==> src/rtl/mhpq_pkg.sv <==
// Shared constants for the max-heap priority queue: sizes, operation kinds and status codes.
// Depends on nothing; imported by the top level.
`default_nettype none

package mhpq_pkg;

    // Heap capacity and entry width.
    localparam int HEAP_DEPTH  = 64;
    localparam int VALUE_WIDTH = 32;

    // Derived widths: heap index and live entry count (count must hold HEAP_DEPTH).
    localparam int ADDR_W = $clog2(HEAP_DEPTH);
    localparam int CNT_W  = $clog2(HEAP_DEPTH + 1);

    // Operation kinds.
    localparam logic KIND_INSERT  = 1'b0;
    localparam logic KIND_EXTRACT = 1'b1;

    // Result status codes.
    localparam logic [1:0] ST_OK    = 2'd0;
    localparam logic [1:0] ST_EMPTY = 2'd1;
    localparam logic [1:0] ST_FULL  = 2'd2;

endpackage

`default_nettype wire

==> src/rtl/mhpq_ram.sv <==
// Generic synchronous RAM: one write port and two read ports with registered read data.
// Depends on nothing; used by the heap top level for the heap store.
`default_nettype none

module mhpq_ram #(
    parameter int WIDTH = 32,
    parameter int DEPTH = 64
) (
    input  wire logic                     i_clk,
    input  wire logic                     i_wr_en,
    input  wire logic [$clog2(DEPTH)-1:0] i_wr_addr,
    input  wire logic [WIDTH-1:0]         i_wr_data,
    input  wire logic                     i_rd_en,
    input  wire logic [$clog2(DEPTH)-1:0] i_rd_addr_a,
    input  wire logic [$clog2(DEPTH)-1:0] i_rd_addr_b,
    output logic      [WIDTH-1:0]         o_rd_data_a,
    output logic      [WIDTH-1:0]         o_rd_data_b
);

    logic [WIDTH-1:0] r_mem [DEPTH];

    // Write port.
    always_ff @(posedge i_clk) begin
        if (i_wr_en) begin
            r_mem[i_wr_addr] <= i_wr_data;
        end
    end

    // Two read ports; read data is registered when the read enable is set.
    always_ff @(posedge i_clk) begin
        if (i_rd_en) begin
            o_rd_data_a <= r_mem[i_rd_addr_a];
            o_rd_data_b <= r_mem[i_rd_addr_b];
        end
    end

endmodule

`default_nettype wire

==> src/rtl/max_heap_priority_queue_top.sv <==
// An insert climbs from the new last position toward the root, moving each smaller parent
// down, and an extract returns the root, takes the last live entry and sifts it down from the
// root, pulling up the larger child; a refused item (full or empty) goes straight to the result.
// Each heap level is handled by a RAM read state and a compare/write state. One item is in work
// at a time, and the input reopens when the sequencer returns to idle after the result is loaded.
// Reset (synchronous, active low) empties the heap and clears the output valid; the RAM contents
// are not cleared, as only entries of the live heap are ever used.
// Depends on mhpq_pkg and mhpq_ram.
`default_nettype none

module max_heap_priority_queue_top
    import mhpq_pkg::*;
(
    input  wire logic                          i_clk,
    input  wire logic                          i_rst_n,
    // Input channel.
    input  wire logic                          i_in_valid,
    output logic                               o_in_stall,
    input  wire logic                          i_kind,
    input  wire logic signed [VALUE_WIDTH-1:0] i_value,
    // Output channel.
    output logic                               o_out_valid,
    input  wire logic                          i_out_stall,
    output logic signed [VALUE_WIDTH-1:0]      o_result_value,
    output logic        [1:0]                  o_status,
    output logic        [CNT_W-1:0]            o_count_after
);

    // Sequencer states.
    localparam logic [2:0] S_IDLE   = 3'd0;
    localparam logic [2:0] S_UP_RD  = 3'd1;
    localparam logic [2:0] S_UP_CMP = 3'd2;
    localparam logic [2:0] S_EX_RD  = 3'd3;
    localparam logic [2:0] S_EX_CMP = 3'd4;
    localparam logic [2:0] S_DN_RD  = 3'd5;
    localparam logic [2:0] S_DN_CMP = 3'd6;
    localparam logic [2:0] S_FIN    = 3'd7;

    logic [2:0]                    r_state, n_state;
    logic [CNT_W-1:0]              r_count, n_count;
    logic [ADDR_W-1:0]             r_pos, n_pos;
    logic signed [VALUE_WIDTH-1:0] r_val, n_val;
    logic signed [VALUE_WIDTH-1:0] r_result, n_result;
    logic [1:0]                    r_status, n_status;

    // RAM control.
    logic                   w_wr_en;
    logic [ADDR_W-1:0]      w_wr_addr;
    logic [VALUE_WIDTH-1:0] w_wr_data;
    logic                   w_rd_en;
    logic [ADDR_W-1:0]      w_rd_addr_a;
    logic [ADDR_W-1:0]      w_rd_addr_b;
    logic [VALUE_WIDTH-1:0] w_rd_data_a;
    logic [VALUE_WIDTH-1:0] w_rd_data_b;

    // Heap neighbor indices of the current position.
    logic [ADDR_W-1:0]             w_parent;
    logic [ADDR_W:0]               w_left;
    logic [ADDR_W+1:0]             w_right;
    logic                          w_right_live;
    logic signed [VALUE_WIDTH-1:0] w_left_val;
    logic signed [VALUE_WIDTH-1:0] w_right_val;
    logic signed [VALUE_WIDTH-1:0] w_big_val;
    logic [ADDR_W-1:0]             w_big_idx;
    logic                          w_fin_load;

    assign w_parent     = (r_pos - ADDR_W'(1)) >> 1;
    assign w_left       = {r_pos, 1'b1};
    assign w_right      = {1'b0, w_left} + (ADDR_W + 2)'(1);
    assign w_right_live = w_right < {1'b0, r_count};
    assign w_left_val   = $signed(w_rd_data_a);
    assign w_right_val  = $signed(w_rd_data_b);

    // Larger child; the right child wins only when strictly greater.
    always_comb begin
        if (w_right_live && (w_right_val > w_left_val)) begin
            w_big_val = w_right_val;
            w_big_idx = w_right[ADDR_W-1:0];
        end else begin
            w_big_val = w_left_val;
            w_big_idx = w_left[ADDR_W-1:0];
        end
    end

    // The result can be loaded when the output register is free or being taken.
    assign w_fin_load = (r_state == S_FIN) && (!o_out_valid || !i_out_stall);
    assign o_in_stall = (r_state != S_IDLE);

    // Sequencer: the moving entry stays in r_val and the hole walks through the heap, so
    // reads and writes never fall in the same cycle and no forwarding is needed.
    always_comb begin
        n_state     = r_state;
        n_count     = r_count;
        n_pos       = r_pos;
        n_val       = r_val;
        n_result    = r_result;
        n_status    = r_status;
        w_wr_en     = 1'b0;
        w_wr_addr   = r_pos;
        w_wr_data   = r_val;
        w_rd_en     = 1'b0;
        w_rd_addr_a = '0;
        w_rd_addr_b = r_count[ADDR_W-1:0];

        case (r_state)
            S_IDLE: begin
                if (i_in_valid) begin
                    n_result = '0;
                    n_status = ST_OK;
                    if (i_kind == KIND_INSERT) begin
                        if (r_count == CNT_W'(HEAP_DEPTH)) begin
                            n_status = ST_FULL;
                            n_state  = S_FIN;
                        end else begin
                            n_val   = i_value;
                            n_pos   = r_count[ADDR_W-1:0];
                            n_count = r_count + CNT_W'(1);
                            n_state = S_UP_RD;
                        end
                    end else begin
                        if (r_count == '0) begin
                            n_status = ST_EMPTY;
                            n_state  = S_FIN;
                        end else begin
                            n_count = r_count - CNT_W'(1);
                            n_state = S_EX_RD;
                        end
                    end
                end
            end
            S_UP_RD: begin
                // At the root the new entry settles; otherwise fetch the parent.
                if (r_pos == '0) begin
                    w_wr_en = 1'b1;
                    n_state = S_FIN;
                end else begin
                    w_rd_en     = 1'b1;
                    w_rd_addr_a = w_parent;
                    n_state     = S_UP_CMP;
                end
            end
            S_UP_CMP: begin
                // Move the parent down while the new entry is strictly greater.
                w_wr_en = 1'b1;
                if (r_val > w_left_val) begin
                    w_wr_data = w_rd_data_a;
                    n_pos     = w_parent;
                    n_state   = S_UP_RD;
                end else begin
                    n_state = S_FIN;
                end
            end
            S_EX_RD: begin
                // Fetch the root and the last live entry.
                w_rd_en     = 1'b1;
                w_rd_addr_a = '0;
                w_rd_addr_b = r_count[ADDR_W-1:0];
                n_state     = S_EX_CMP;
            end
            S_EX_CMP: begin
                n_result = w_left_val;
                n_val    = w_right_val;
                n_pos    = '0;
                n_state  = S_DN_RD;
            end
            S_DN_RD: begin
                // Fetch both children while the position still has a live child.
                if (w_left < r_count) begin
                    w_rd_en     = 1'b1;
                    w_rd_addr_a = w_left[ADDR_W-1:0];
                    w_rd_addr_b = w_right[ADDR_W-1:0];
                    n_state     = S_DN_CMP;
                end else begin
                    w_wr_en = 1'b1;
                    n_state = S_FIN;
                end
            end
            S_DN_CMP: begin
                // Stop when strictly greater than the larger child, else pull it up.
                w_wr_en = 1'b1;
                if (r_val > w_big_val) begin
                    n_state = S_FIN;
                end else begin
                    w_wr_data = w_big_val;
                    n_pos     = w_big_idx;
                    n_state   = S_DN_RD;
                end
            end
            S_FIN: begin
                if (w_fin_load) begin
                    n_state = S_IDLE;
                end
            end
            default: begin
                n_state = S_IDLE;
            end
        endcase
    end

    // Control registers.
    always_ff @(posedge i_clk) begin
        if (!i_rst_n) begin
            r_state <= S_IDLE;
            r_count <= '0;
        end else begin
            r_state <= n_state;
            r_count <= n_count;
        end
    end

    // Working payload registers.
    always_ff @(posedge i_clk) begin
        r_pos    <= n_pos;
        r_val    <= n_val;
        r_result <= n_result;
        r_status <= n_status;
    end

    // Output register.
    always_ff @(posedge i_clk) begin
        if (!i_rst_n) begin
            o_out_valid <= 1'b0;
        end else if (w_fin_load) begin
            o_out_valid <= 1'b1;
        end else if (!i_out_stall) begin
            o_out_valid <= 1'b0;
        end
    end

    always_ff @(posedge i_clk) begin
        if (w_fin_load) begin
            o_result_value <= r_result;
            o_status       <= r_status;
            o_count_after  <= r_count;
        end
    end

    // Heap store.
    mhpq_ram #(
        .WIDTH (VALUE_WIDTH),
        .DEPTH (HEAP_DEPTH)
    ) u_heap_ram (
        .i_clk       (i_clk),
        .i_wr_en     (w_wr_en),
        .i_wr_addr   (w_wr_addr),
        .i_wr_data   (w_wr_data),
        .i_rd_en     (w_rd_en),
        .i_rd_addr_a (w_rd_addr_a),
        .i_rd_addr_b (w_rd_addr_b),
        .o_rd_data_a (w_rd_data_a),
        .o_rd_data_b (w_rd_data_b)
    );

    // The live count never exceeds the capacity.
    a_count_bound: assert property (@(posedge i_clk) disable iff (!i_rst_n)
        r_count <= CNT_W'(HEAP_DEPTH))
        else $error("heap count above capacity");

    // An accepted insert into a heap with room grows the count by one.
    a_insert_count: assert property (@(posedge i_clk) disable iff (!i_rst_n)
        (i_in_valid && !o_in_stall && (i_kind == KIND_INSERT) &&
         (r_count != CNT_W'(HEAP_DEPTH))) |=> (r_count == $past(r_count) + CNT_W'(1)))
        else $error("insert did not grow the count");

    // The sift-down position always lies inside the live heap.
    a_down_pos: assert property (@(posedge i_clk) disable iff (!i_rst_n)
        (r_state == S_DN_CMP) |-> ({1'b0, r_pos} < r_count))
        else $error("sift-down position outside live heap");

    // Only a successful extract delivers a nonzero value.
    a_result_zero: assert property (@(posedge i_clk) disable iff (!i_rst_n)
        (o_out_valid && (o_status != ST_OK)) |-> (o_result_value == '0))
        else $error("nonzero value on a refused item");

endmodule

`default_nettype wire
==> config.mk <==
export PLATFORM = sky130hd
export DESIGN_NAME = max_heap_priority_queue_top
export DESIGN_NICKNAME = d
export VERILOG_FILES = /design/src/rtl/mhpq_pkg.sv /design/src/rtl/mhpq_ram.sv /design/src/rtl/max_heap_priority_queue_top.sv
export SDC_FILE = /design/constraint.sdc
export NUM_CORES = 2
export LEC_CHECK = 0
export BUFFER_PORTS_ARGS = -buffer_cell sky130_fd_sc_hd__clkbuf_2
export CAP_MARGIN = 20
export CORE_ASPECT_RATIO = 1.25
export CORE_MARGIN = 3
export CORE_UTILIZATION = 30
export DETAILED_ROUTE_END_ITERATION = 7
export PLACE_DENSITY_LB_ADDON = 0.2
export SLEW_MARGIN = 0
export SYNTH_ARGS = -nofsm -noshare
export SYNTH_HDL_FRONTEND = slang
export SYNTH_SLANG_ARGS = --single-unit
==> constraint.sdc <==
create_clock -name i_clk -period 15.4 [get_ports i_clk]
set_input_delay 0 -clock i_clk [delete_from_list [all_inputs] [get_ports i_clk]]
set_output_delay 0 -clock i_clk [all_outputs]
set_load 0.02 [all_outputs]
==> reports/results.ini <==
[timing]
fin_tns_setup_ns=0
hold_viol=0
post-route-period-util_pct=54.1
relSlewSlack_pct=10.5
post-route-min-period_ns=8.33
whs_ns=0.0336
setup_viol=0
slew_viol_final=0
fmax_mhz=120
rsz0062_at_grt=no
worstMarginPinSlew_ns=1.33
skew_ns=0.0614

[layout]
fin_cells=14400
finalInstanceArea_um2=121000
fillerInstances=34900
fin_nets=9698
area_growth_pct=13.5
multi_input_area_um2=37700
layout-drive-gt1-share_pct=10.9
ff_latch_area_um2=67000

[die]
num_rows=244
start_util_pct=30.2
core_um2=354000
dieHeight_um=674
fp.dieW_um=540
dieArea_um2=364000
pin_count=80

[yosys]
syn-num-nets=9751
postSynthCellCount=9597
ys_warn_count=0
synth-edff-count=2225
ys.flop_type=edfxtp_1
synth-seq-cells=2236
synthesis.area_um2=107000
async_flop_share_pct=0
yosysSeqAreaShare_pct=62.6
postSynthAreaPerCell_um2=11.2
yosys.cell_types.count=92

[global_routing]
first_global_vias=82900
antenna_found_initial=33
grt_first_pass_wirelength_um=658000
grtUsageTotal_pct=25.3
grt_max_degree=149
grt_overflow=0

[placed_design]
dp_cells=13900
port_buffers=79
gp_congestion=0.900
place_hpwl_um=270000
place_area_um2=114000

[worst_setup_path]
timing.critical_path.to_type=flop
worstPathArrival_ns=8.91
path_max_fanout=64
start_kind=flop
path_class=flop to flop
required_ns=15.98

[clock_network]
numClockSinks=2236
cts_resized=0
worst_skew_pair.late_latency_ns=0.94
cts_tree=done
path_clk_slew_ns=0.06
htree_levels=4
cts_buffer_depth=4
cts-root-buf=clkbuf_16
cts_made_buffers=226

[route]
dr.pass1.iters=6
via_count=86300
via_per_inst=5.99
drc=0
routed_wirelength_um=481000
dr.first_iter.drc_count=12200
drtAntennaViolNets=0
wl_per_cell_um=33.3

[pwr]
p_leak_nw=40.9
ir_drop_mv=0.226
power_density_nw_per_um2=213
power_w=0.0259

[run_status]
status=finished clean

[flow_run]
drv_cap=0

[min_path]
holdCritPathClass=input pin to flop

## flip-flops by register name (all words and copies together), names as in the netlist
register / flops
o_out_valid: 1
r_pos: 6
o_count_after: 7
u_heap_ram.o_rd_data_b: 32
r_count: 7
u_heap_ram.o_rd_data_a: 32
u_heap_ram.r_mem: 2048
o_status: 2
r_val: 32
r_status: 2
r_result: 32
o_result_value: 32
r_state: 3
## cells in the mapped netlist (116+ instances only)
cell type	instances	area (um^2)
mux2i_1	320	3200
a31oi_1	327	2050
nand2_1	2536	9520
buf_2	237	1190
a32oi_1	141	1230
clkbuf_1	366	1370
o22ai_1	271	1700
nand3_1	965	4830
ha_1	116	1450
a21oi_1	212	1060
mux2_2	194	2180
and3_1	124	776
edfxtp_1	2225	66800
nor2_1	306	1150
o21ai_0	295	1480
## worst max-delay path, stage by stage (launching register included)
cell and delay (ns):
edfxtp_1 0.71, ha_1 0.39, xnor2_1 0.62, inv_1 0.34
ha_1 0.36, o211ai_1 0.10, a21o_1 0.22, nand3_1 0.14
mux2i_4 0.49, buf_4 0.61, mux2i_1 0.16, ha_1 0.39
nand4_1 0.16, or4_1 0.65, a211o_1 0.29, o2111a_1 0.17
o21ai_0 0.21, o21ai_0 0.20, nand2_1 0.44, buf_4 0.42
a221o_2 0.23, buf_4 0.52
## timing repair
action,4_1_cts,5_1_grt
endpoints found under the hold margin,158,0
setup buffers,0,0
hold buffers,64,0
## cells in the final DEF (no fill, tap or decap), drive strengths merged, types with 13 or more instances in the layout
cell	Yosys	layout
a31oi	327	327
nand3	966	966
clkbuf	366	357
nor3	99	99
dlygate4sd3	0	64
mux2i	320	320
o221ai	27	27
bufinv	0	24
edfxtp	2225	2225
or3	13	13
nor2b	15	15
a221o	34	34
nand4	45	45
a22oi	14	14
a311oi	49	49
nor4	41	41
nand2	2540	2540
or4	58	58
o22ai	271	271
mux2	194	194
a211oi	62	62
o21ai	304	304
a21oi	216	216
clkinv	1	92
o31a	31	31
buf	353	294
o211ai	13	13
inv	60	63
a32oi	142	142
diode	0	18
ha	116	116
and3	124	124
a2111oi	54	54
nor2	311	311
a32o	19	19
a21o	19	19
and2	44	44
## where the power goes
part           internal (W)  switching, W
clock network       0.00310       0.00247
logic               0.00277       0.00887
registers           0.00842      0.000271
total                0.0143        0.0116
## metrics by stage
stage / setup WS (ns) / util (%)
floorplan: 8.44 / -
global placement: 6.90 / 32.1
detailed placement: 6.95 / 32.1
CTS: 6.93 / 34.3
global route: 6.64 / 34.3
finish: 7.07 / 34.3
## area by class of cell
| type | count | area share (%) |
|---|---|---|
| diodes | 18 | 0.0371 |
| repair buffers | 438 | 2.90 |
| clock buffers | 277 | 4.85 |
| well taps | 4674 | 4.81 |
| inverters | 61 | 0.189 |
| multi-input cells | 6581 | 31.0 |
| flip-flops and latches | 2236 | 55.2 |
| clock inverters | 128 | 1.03 |
## layer usage
| layer | up-vias | GRT usage (%) | share of wire, % |
|---|---|---|---|
| li1 | 35800 | - | - |
| met1 | 43700 | 32.3 | 39 |
| met5 | - | 0 | 0.023 |
| met4 | 14 | 13.9 | 6.3 |
| met3 | 1292 | 4.12 | 9.2 |
| met2 | 5546 | 41.1 | 46 |
## kinds of logic after synthesis
| group | count (synthesis) | synth area share [%] |
|---|---|---|
| AND/OR/NAND/NOR | 4276 | 17.3 |
| flip-flops | 2236 | 62.6 |
| AO/OA/AOI/OAI | 1653 | 10.3 |
| buffers and inverters | 780 | 3.19 |
| multiplexers | 515 | 5.06 |
| adder cells (fa/ha/maj) | 117 | 1.37 |
| XOR/XNOR | 20 | 0.171 |
## worst paths after layout
check / from / endpoint / slack (ns) / cells after the start
max reg2reg: r_pos[1]$_DFFE_PP_ / u_heap_ram.r_mem[41][27]$_DFFE_PP_ / 7.07 / 21
min: i_value[10] / r_val[10]$_DFFE_PP_ / 0.03 / 3
min reg2reg: r_result[25]$_SDFFCE_PN0P_ / o_result_value[25]$_DFFE_PP_ / 0.42 / 0
max: r_pos[1]$_DFFE_PP_ / u_heap_ram.r_mem[41][27]$_DFFE_PP_ / 7.07 / 21
No activity file was read; power rests on OpenSTA's default activity.
